## src/hdl/btsu_pkg.sv

```systemverilog
// Package for the bit test and scan unit: operation codes, size codes,
// widths and the structs passed between pipeline stages.
// Depends on nothing; every other file imports it.
package btsu_pkg;

    localparam int DATA_W   = 64;
    localparam int IDX_W    = 6;
    localparam int GROUP_W  = 16;
    localparam int N_GROUPS = DATA_W / GROUP_W;
    localparam int GIDX_W   = 4;
    localparam int GSEL_W   = 2;

    typedef enum logic [2:0] {
        OP_BT  = 3'd0,
        OP_BTS = 3'd1,
        OP_BTR = 3'd2,
        OP_BTC = 3'd3,
        OP_BSF = 3'd4,
        OP_BSR = 3'd5
    } t_op;

    typedef enum logic [1:0] {
        SIZE_16 = 2'd0,
        SIZE_32 = 2'd1,
        SIZE_64 = 2'd2
    } t_size;

    typedef struct packed {
        logic              valid;
        logic [2:0]        op;
        logic              is_scan;
        logic              is_rev;
        logic [DATA_W-1:0] val;
        logic [DATA_W-1:0] bit_mask;
    } t_s1;

    typedef struct packed {
        logic                           valid;
        logic                           is_scan;
        logic                           is_rev;
        logic [DATA_W-1:0]              bt_value;
        logic                           bt_write;
        logic                           bt_flag;
        logic [N_GROUPS-1:0]            grp_nz;
        logic [N_GROUPS-1:0][GIDX_W-1:0] grp_idx;
    } t_s2;

endpackage

```

## src/hdl/btsu_prep.sv

```systemverilog
// First stage: masks the operand to its size, decodes the bit index into a
// one-hot mask and bit-reverses the source for a reverse scan.
// Depends on btsu_pkg.
module btsu_prep
    import btsu_pkg::*;
(
    input  logic              i_clk,
    input  logic              i_rst_n,
    input  logic              i_valid,
    input  logic [2:0]        i_operation,
    input  logic [1:0]        i_size_code,
    input  logic [DATA_W-1:0] i_operand_value,
    input  logic [DATA_W-1:0] i_bit_select,
    output t_s1               o_s1
);

    t_s1               r_s1;
    t_s1               n_s1;
    logic [DATA_W-1:0] size_mask;
    logic [DATA_W-1:0] masked;
    logic [IDX_W-1:0]  idx;

    always_comb begin
        case (i_size_code)
            SIZE_16: begin
                size_mask = {{(DATA_W-16){1'b0}}, {16{1'b1}}};
                idx       = {2'b00, i_bit_select[3:0]};
            end
            SIZE_32: begin
                size_mask = {{(DATA_W-32){1'b0}}, {32{1'b1}}};
                idx       = {1'b0, i_bit_select[4:0]};
            end
            default: begin
                size_mask = {DATA_W{1'b1}};
                idx       = i_bit_select[IDX_W-1:0];
            end
        endcase
        masked = i_operand_value & size_mask;

        n_s1.valid    = i_valid;
        n_s1.op       = i_operation;
        n_s1.is_scan  = (i_operation == OP_BSF) || (i_operation == OP_BSR);
        n_s1.is_rev   = (i_operation == OP_BSR);
        n_s1.bit_mask = {{(DATA_W-1){1'b0}}, 1'b1} << idx;
        for (int i = 0; i < DATA_W; i++) begin
            n_s1.val[i] = n_s1.is_rev ? masked[DATA_W-1-i] : masked[i];
        end
    end

    always_ff @(posedge i_clk) begin
        if (!i_rst_n) begin
            r_s1.valid <= 1'b0;
        end else begin
            r_s1 <= n_s1;
        end
    end

    assign o_s1 = r_s1;

endmodule

```

## src/hdl/btsu_exec.sv

```systemverilog
// Second stage: performs the bit test and modify, and finds the lowest set
// bit inside each 16-bit group of the scan source.
// Depends on btsu_pkg.
module btsu_exec
    import btsu_pkg::*;
(
    input  logic i_clk,
    input  logic i_rst_n,
    input  t_s1  i_s1,
    output t_s2  o_s2
);

    t_s2 r_s2;
    t_s2 n_s2;

    function automatic logic [GIDX_W-1:0] lowest16(input logic [GROUP_W-1:0] v);
        logic [GIDX_W-1:0] pos;
        pos = '0;
        for (int i = GROUP_W - 1; i >= 0; i--) begin
            if (v[i]) begin
                pos = GIDX_W'(i);
            end
        end
        return pos;
    endfunction

    always_comb begin
        n_s2.valid   = i_s1.valid;
        n_s2.is_scan = i_s1.is_scan;
        n_s2.is_rev  = i_s1.is_rev;
        n_s2.bt_flag = |(i_s1.val & i_s1.bit_mask);
        case (i_s1.op)
            OP_BTS: begin
                n_s2.bt_value = i_s1.val | i_s1.bit_mask;
                n_s2.bt_write = 1'b1;
            end
            OP_BTR: begin
                n_s2.bt_value = i_s1.val & ~i_s1.bit_mask;
                n_s2.bt_write = 1'b1;
            end
            OP_BTC: begin
                n_s2.bt_value = i_s1.val ^ i_s1.bit_mask;
                n_s2.bt_write = 1'b1;
            end
            default: begin
                n_s2.bt_value = i_s1.val;
                n_s2.bt_write = 1'b0;
            end
        endcase
        for (int g = 0; g < N_GROUPS; g++) begin
            n_s2.grp_nz[g]  = |i_s1.val[g*GROUP_W +: GROUP_W];
            n_s2.grp_idx[g] = lowest16(i_s1.val[g*GROUP_W +: GROUP_W]);
        end
    end

    always_ff @(posedge i_clk) begin
        if (!i_rst_n) begin
            r_s2.valid <= 1'b0;
        end else begin
            r_s2 <= n_s2;
        end
    end

    assign o_s2 = r_s2;

endmodule

```

## src/hdl/btsu_final.sv

```systemverilog
// Third stage: picks the first nonzero group for a scan, forms the bit
// index and registers the result word with its strobe.
// Depends on btsu_pkg.
module btsu_final
    import btsu_pkg::*;
(
    input  logic              i_clk,
    input  logic              i_rst_n,
    input  t_s2               i_s2,
    output logic              o_valid,
    output logic [DATA_W-1:0] o_result_value,
    output logic              o_result_write,
    output logic              o_flag_kind,
    output logic              o_flag_value
);

    logic              r_valid;
    logic [DATA_W-1:0] r_value;
    logic              r_write;
    logic              r_kind;
    logic              r_flag;
    logic [DATA_W-1:0] n_value;
    logic              n_write;
    logic              n_flag;
    logic [GSEL_W-1:0] gsel;
    logic [IDX_W-1:0]  pos;

    always_comb begin
        gsel = '0;
        for (int g = N_GROUPS - 1; g >= 0; g--) begin
            if (i_s2.grp_nz[g]) begin
                gsel = GSEL_W'(g);
            end
        end
        pos = {gsel, i_s2.grp_idx[gsel]};
        if (i_s2.is_rev) begin
            pos = IDX_W'(DATA_W - 1) - pos;
        end

        if (i_s2.is_scan) begin
            if (|i_s2.grp_nz) begin
                n_value = {{(DATA_W-IDX_W){1'b0}}, pos};
                n_write = 1'b1;
                n_flag  = 1'b0;
            end else begin
                n_value = '0;
                n_write = 1'b0;
                n_flag  = 1'b1;
            end
        end else begin
            n_value = i_s2.bt_value;
            n_write = i_s2.bt_write;
            n_flag  = i_s2.bt_flag;
        end
    end

    always_ff @(posedge i_clk) begin
        if (!i_rst_n) begin
            r_valid <= 1'b0;
        end else begin
            r_valid <= i_s2.valid;
            r_value <= n_value;
            r_write <= n_write;
            r_kind  <= i_s2.is_scan;
            r_flag  <= n_flag;
        end
    end

    assign o_valid        = r_valid;
    assign o_result_value = r_value;
    assign o_result_write = r_write;
    assign o_flag_kind    = r_kind;
    assign o_flag_value   = r_flag;

endmodule

```

## src/hdl/bit_test_and_scan_unit.sv

```systemverilog
// Top level of the bit test and scan unit: three pipeline stages.
// Depends on btsu_pkg, btsu_prep, btsu_exec and btsu_final.
//
//   Channel  | Handshake           | Words
//   ---------+---------------------+-----------------------------------------------
//   command  | start in, busy out  | i_operation, i_size_code, i_operand_value,
//            |                     | i_bit_select
//   result   | o_valid strobe out  | o_result_value, o_result_write, o_flag_kind,
//            |                     | o_flag_value
//
// A word is taken every cycle; its result strobes once it has passed the three
// registered stages in order: decode, test or group scan, and group select.
// Busy is always low, since nothing downstream can stall and no stage ever
// holds. Reset is synchronous and clears only the valid bits.
module bit_test_and_scan_unit
    import btsu_pkg::*;
(
    input  logic              i_clk,
    input  logic              i_rst_n,
    input  logic              start,
    output logic              busy,
    input  logic [2:0]        i_operation,
    input  logic [1:0]        i_size_code,
    input  logic [DATA_W-1:0] i_operand_value,
    input  logic [DATA_W-1:0] i_bit_select,
    output logic              o_valid,
    output logic [DATA_W-1:0] o_result_value,
    output logic              o_result_write,
    output logic              o_flag_kind,
    output logic              o_flag_value
);

    t_s1 s1;
    t_s2 s2;

    assign busy = 1'b0;

    btsu_prep u_prep (
        .i_clk           (i_clk),
        .i_rst_n         (i_rst_n),
        .i_valid         (start && !busy),
        .i_operation     (i_operation),
        .i_size_code     (i_size_code),
        .i_operand_value (i_operand_value),
        .i_bit_select    (i_bit_select),
        .o_s1            (s1)
    );

    btsu_exec u_exec (
        .i_clk   (i_clk),
        .i_rst_n (i_rst_n),
        .i_s1    (s1),
        .o_s2    (s2)
    );

    btsu_final u_final (
        .i_clk          (i_clk),
        .i_rst_n        (i_rst_n),
        .i_s2           (s2),
        .o_valid        (o_valid),
        .o_result_value (o_result_value),
        .o_result_write (o_result_write),
        .o_flag_kind    (o_flag_kind),
        .o_flag_value   (o_flag_value)
    );

    a_latency: assert property (@(posedge i_clk) disable iff (!i_rst_n)
        (start && !busy) |-> ##3 o_valid)
        else $error("Accepted word did not produce a result after three cycles.");

    a_no_spurious: assert property (@(posedge i_clk) disable iff (!i_rst_n)
        o_valid |-> $past(start && !busy, 3))
        else $error("Result strobe without a matching accepted word.");

    a_scan_zero: assert property (@(posedge i_clk) disable iff (!i_rst_n)
        (o_valid && o_flag_kind && o_flag_value) |-> (!o_result_write && o_result_value == '0))
        else $error("Scan of a zero source wrote back or returned a nonzero value.");

    a_scan_index: assert property (@(posedge i_clk) disable iff (!i_rst_n)
        (o_valid && o_flag_kind && !o_flag_value)
            |-> (o_result_write && o_result_value[DATA_W-1:IDX_W] == '0))
        else $error("Scan of a nonzero source returned an index out of range.");

endmodule
```

## config.mk

```make
export PLATFORM = sky130hd
export DESIGN_NAME = bit_test_and_scan_unit
export DESIGN_NICKNAME = d
export VERILOG_FILES = /design/src/hdl/btsu_pkg.sv /design/src/hdl/btsu_prep.sv /design/src/hdl/btsu_exec.sv /design/src/hdl/btsu_final.sv /design/src/hdl/bit_test_and_scan_unit.sv
export SDC_FILE = /design/constraint.sdc
export NUM_CORES = 1
export LEC_CHECK = 0
export ABC_AREA = 1
export ABC_CLOCK_PERIOD_IN_PS = 4780
export BUFFER_PORTS_ARGS = -buffer_cell sky130_fd_sc_hd__buf_2
export CORE_AREA = 2 2 169 171
export CTS_CLUSTER_SIZE = 14
export DETAILED_ROUTE_END_ITERATION = 6
export DIE_AREA = 0 0 171 173
export PLACE_DENSITY_LB_ADDON = 0.05
export SYNTH_ARGS = -nofsm -noshare
export SYNTH_HDL_FRONTEND = slang
export SYNTH_SLANG_ARGS = --single-unit
```

## constraint.sdc

```tcl
create_clock -name i_clk -period 4.78 [get_ports i_clk]
set_input_delay 0.717 -clock i_clk [delete_from_list [all_inputs] [get_ports i_clk]]
set_output_delay 0.717 -clock i_clk [all_outputs]
set_load 0.05 [all_outputs]
```

# == Word level (Yosys, flattened, before mapping) ==
# Index checks and enable logic that the tools add are counted.
# classes
add_sub_neg,1
order_cmp,1
eq_ne,6
shifts,1
n_mux,140
n_bitwise,6
reduce_logical,20
# ops
operator,n
65-bit case mux with 3 select lines,1
64-bit AND,3
4-bit 2-to-1 mux,33
64-bit case mux with 2 select lines,1
1-bit 2-to-1 mux,72
64-bit 2-to-1 mux,1
64-bit inverter,1
64-bit bitwise OR,1
16-bit OR reduction,4
64-bit OR reduction,1
1-bit by 6-bit left shift with 64-bit output (first input constant),1
64-bit bitwise XOR,1
3-bit 2-to-1 mux,16
8-bit OR reduction,4
2-bit 2-to-1 mux,12
4-bit OR reduction,5
6-bit 2-to-1 mux,2
6-bit case mux with 2 select lines,1
4-bit binary-select mux with 2-bit select,1
2-bit OR reduction,4
3-bit by 2-bit equality test with 1-bit output (second input constant),2
3-bit equality test (second input constant),2
6-bit subtractor (first input constant),1
3-bit by 1-bit equality test with 1-bit output (second input constant),1
4 further kinds,4
# word_totals
reg_bits,291
in_bits,136
output_inout_bits,69
elab_cells,209

# == Depth between registers and ports, before layout ==
# logic_depth
word_depth,15
depth_mapped,15
mapped_depth_nobuf,15

# == Hierarchy ==
# Synthesis repeated with hierarchy kept, for this count alone.
# unflattened
hier_cells,1646
hier_area_um2,16258.1
# modules_own_cells
module,instances,cells_each,area_per_inst_um2,seq_area_each_um2
btsu_exec,1,865,7744.9,2662.6
btsu_prep,1,511,5611.6,4013.8
btsu_final,1,268,2890.3,2031.9
bit_test_and_scan_unit,1,2,11.3,0.0

# == Worst setup path before layout ==
# OpenSTA, ideal clock, no wires.
# synth_timing
path_kind,input-to-reg
from,in i_size_code[1]
to,"reg u_prep.r_s1, in the netlist u_prep.o_s1[80] (data pin)"
setup_ns,0.264
arrival_ns,1.551
required_time_ns,4.516
path_slack_ns,2.966
stages,6
path_buffers,2
path_cell_list,buf_2 -> nor2_1 -> buf_2 -> nor2_1 -> nand2_1 -> o21ai_0
# synth_rtl
item,line_no,text
from (decl),bit_test_and_scan_unit.sv:23,"input logic [1:0] i_size_code,"
to (signal assigned),btsu_prep.sv:54,r_s1 <= n_s1;
to (decl),btsu_prep.sv:17,t_s1 r_s1;

==> metrics <==
status=complete, no violations; setup violators final=0; DRC errors left=0; Tot GR Track Use=26.3%; WP buf/inv=2; CTS buffer count=30; drt first pass iters=5; final slew viol count=0; root buffer cell=clkbuf_16; Die W=171 um; CTS tree=built; antenna viol nets, final=0; maximum VDD drop=251 uV; crit share post-route=53.0%; antenna violations before repair=4; max layer used=met5; pwr dens=349 nW/um2; Avg Cell Area, Syn=10.3 um2; metal3 WL=2580 um; largest cells by area after synthesis=edfxtp_1 (53%), ha_1 (15%), nand2_1 (9.1%); startpoint types=register; Synth Warn #=0; Sink Count=291; max incr delay on CP=0.81 ns; max-cap violations=0; Worst-path clk slew=0.06 ns; leakage=8.24 nW; Worst Max-Slew Pin Slew=1.14 ns; fraction of layout cells with a size suffix above 1=14.7%; via count=11,400; global-route wire length before repair=59,600 um; Clock Skews=0.0142 ns; Syn Std Cell Area=16,400 um2; count leader, synth=nand2_1; gpl congestion=0.928; RSZ-0062 raised after global routing=false; Net count, final=2,041; Mapped Nets=1,915; GR Overflow Total=0; largest net degree at the start of global routing=119; Placed Cells=2,059; fin cells=2,117; vias in the first global route=10,900; row cnt=61; Tmin final=2.53 ns; num ports=205; Worst Setup Path Type=reg2reg; fmax=395 MHz; placeable core region=27,600 um2; hold_buf cts=0; crit path cell chain=inv_2, nor2_1, nor2_4, buf_4, nand2_1, o2111ai_1; Die Span Y=173 um; list of most frequent post-synthesis cells=nand2_1 (396), edfxtp_1 (288), inv_1 (225); slowest CP cell=nor2_4; setup TNS after final layout=0 ns; Place WS=2.05 ns; buffer count from post-CTS setup fixing=0; Hold Path Class=in2reg; area of the multi-input gates=6460 um2; unique cell type count in the Yosys netlist=39; ys async rst share=0%; die area=29,600 um2; HPWL Detailed=28,400 um; vias per inst=5.41; critical-path maximum fanout=38; number of flops mapped to enable cells by yosys=288; crit-path leading delay family=simple AND/OR/NAND/NOR gates; Worst-Skew Late Latency=0.56 ns; crit path DAT=2.85 ns; headroom to the max-slew limit=23.5%; post-synth top area cell=edfxtp_1; # H-tree levels=1; fillers=2,173; CP required=5.10 ns; clock tree buffer depth=3; sequential share of the synthesized area=53.2%; met2 WL post-DR=18,100 um; wire length on met1=17,100 um; register bit total from synthesis=291; Yosys top cell area share=52.9%; Synth-to-Final Area Change=12.0%; Synth Flop Type=edfxtp_1; Post-Syn Instances=1,587; Port Buf Inserts=145; register area=8710 um2; drt wl/cell=18.3 um; Final Hold Violating Endpoints=0; Final WS setup=2.25 ns; final WL=38,800 um; post-CTS resize count=0; element type at the critical path end=register; initial DRC count=1,047; initial core utilization=59.2%
worst paths after layout:
path,slack (ns),to,cells after the start,start
worst min register to register,0.41,u_final.o_valid$_SDFF_PN0_,2,u_exec.o_s2[88]$_SDFF_PN0_
worst max-delay path,2.25,u_exec.o_s2[50]$_DFFE_PP_,6,u_prep.o_s1[131]$_DFFE_PP_
worst max register to register,2.25,u_exec.o_s2[50]$_DFFE_PP_,6,u_prep.o_s1[131]$_DFFE_PP_
worst min-delay path,0.32,u_prep.o_s1[133]$_SDFF_PN0_,3,start
logic make-up (layout without fill, tap and decap cells):
group / after synthesis / after routing / synth area share [%]
compound gates: 156 / 156 / 8.11
xor+xnor: 6 / 6 / 0.321
fa+ha+maj: 192 / 192 / 14.7
buf+inv: 294 / 443 / 7.32
flops: 291 / 291 / 53.2
mux: 4 / 4 / 0.245
other cells: 1 / 4 / 0.0229
simple gates: 643 / 643 / 16.1
flip-flops by register name (all words and copies together), names as in the netlist:
register and cells:
u_final.o_result_write 1, u_final.o_flag_value 1, u_prep.o_s1 134, u_exec.o_s2 89, u_final.o_result_value 64, u_final.o_flag_kind 1
u_final.o_valid 1
metrics by stage:
| stage | util, % | power (mW) | cell area [um2] | hold WS (ns) |
|---|---|---|---|---|
| floorplan | - | 3.87 | 16400 | 0.390 |
| global placement | 62.9 | 4.19 | 17400 | 0.394 |
| detailed placement | 62.9 | 4.23 | 17400 | 0.402 |
| CTS | 66.3 | 6.44 | 18300 | 0.309 |
| global route | 66.3 | 6.66 | 18300 | 0.309 |
| finish | 66.3 | 6.39 | 18300 | 0.324 |
cell type report:
| cell class | instances | share of cell area (%) |
|---|---|---|
| clock inverters | 21 | 0.792 |
| clock buffers | 34 | 4.30 |
| inverters | 230 | 4.74 |
| flip-flops and latches | 291 | 47.5 |
| repair buffers | 158 | 4.75 |
| diodes | 3 | 0.0410 |
| multi-input cells | 1002 | 35.2 |
| well taps | 378 | 2.58 |
worst reg2reg max path, cell delays in order (launching register included):
cell	delay, ns
edfxtp_1	0.44
inv_2	0.17
nor2_1	0.10
nor2_4	0.81
buf_4	0.49
nand2_1	0.10
o2111ai_1	0.19
per-layer routing:
| metal | GRT usage (%) | up-vias |
|---|---|---|
| li1 | - | 5561 |
| met1 | 37.8 | 5413 |
| met2 | 42.1 | 408 |
| met3 | 3.16 | 59 |
| met4 | 8.09 | 2 |
| met5 | 0 | - |
cells in the final DEF (no fill, tap or decap), types with 28 or more instances in the layout:
master	Yosys	layout
o2111ai_2	41	41
inv_1	225	225
ha_1	192	192
nor3_1	37	37
nand3_1	28	28
nor2_1	144	144
o21ai_0	66	66
edfxtp_1	288	288
nand2_1	396	395
clkbuf_16	0	31
buf_2	32	144
power breakdown:
group | switching [mW] | internal (mW) | total (mW)
Combinational | 0.660 | 0.286 | 0.946
Sequential | 0.164 | 3.07 | 3.23
Clock | 0.944 | 1.28 | 2.22
Total | 1.77 | 4.63 | 6.39
No activity file was read; power rests on OpenSTA's default activity.
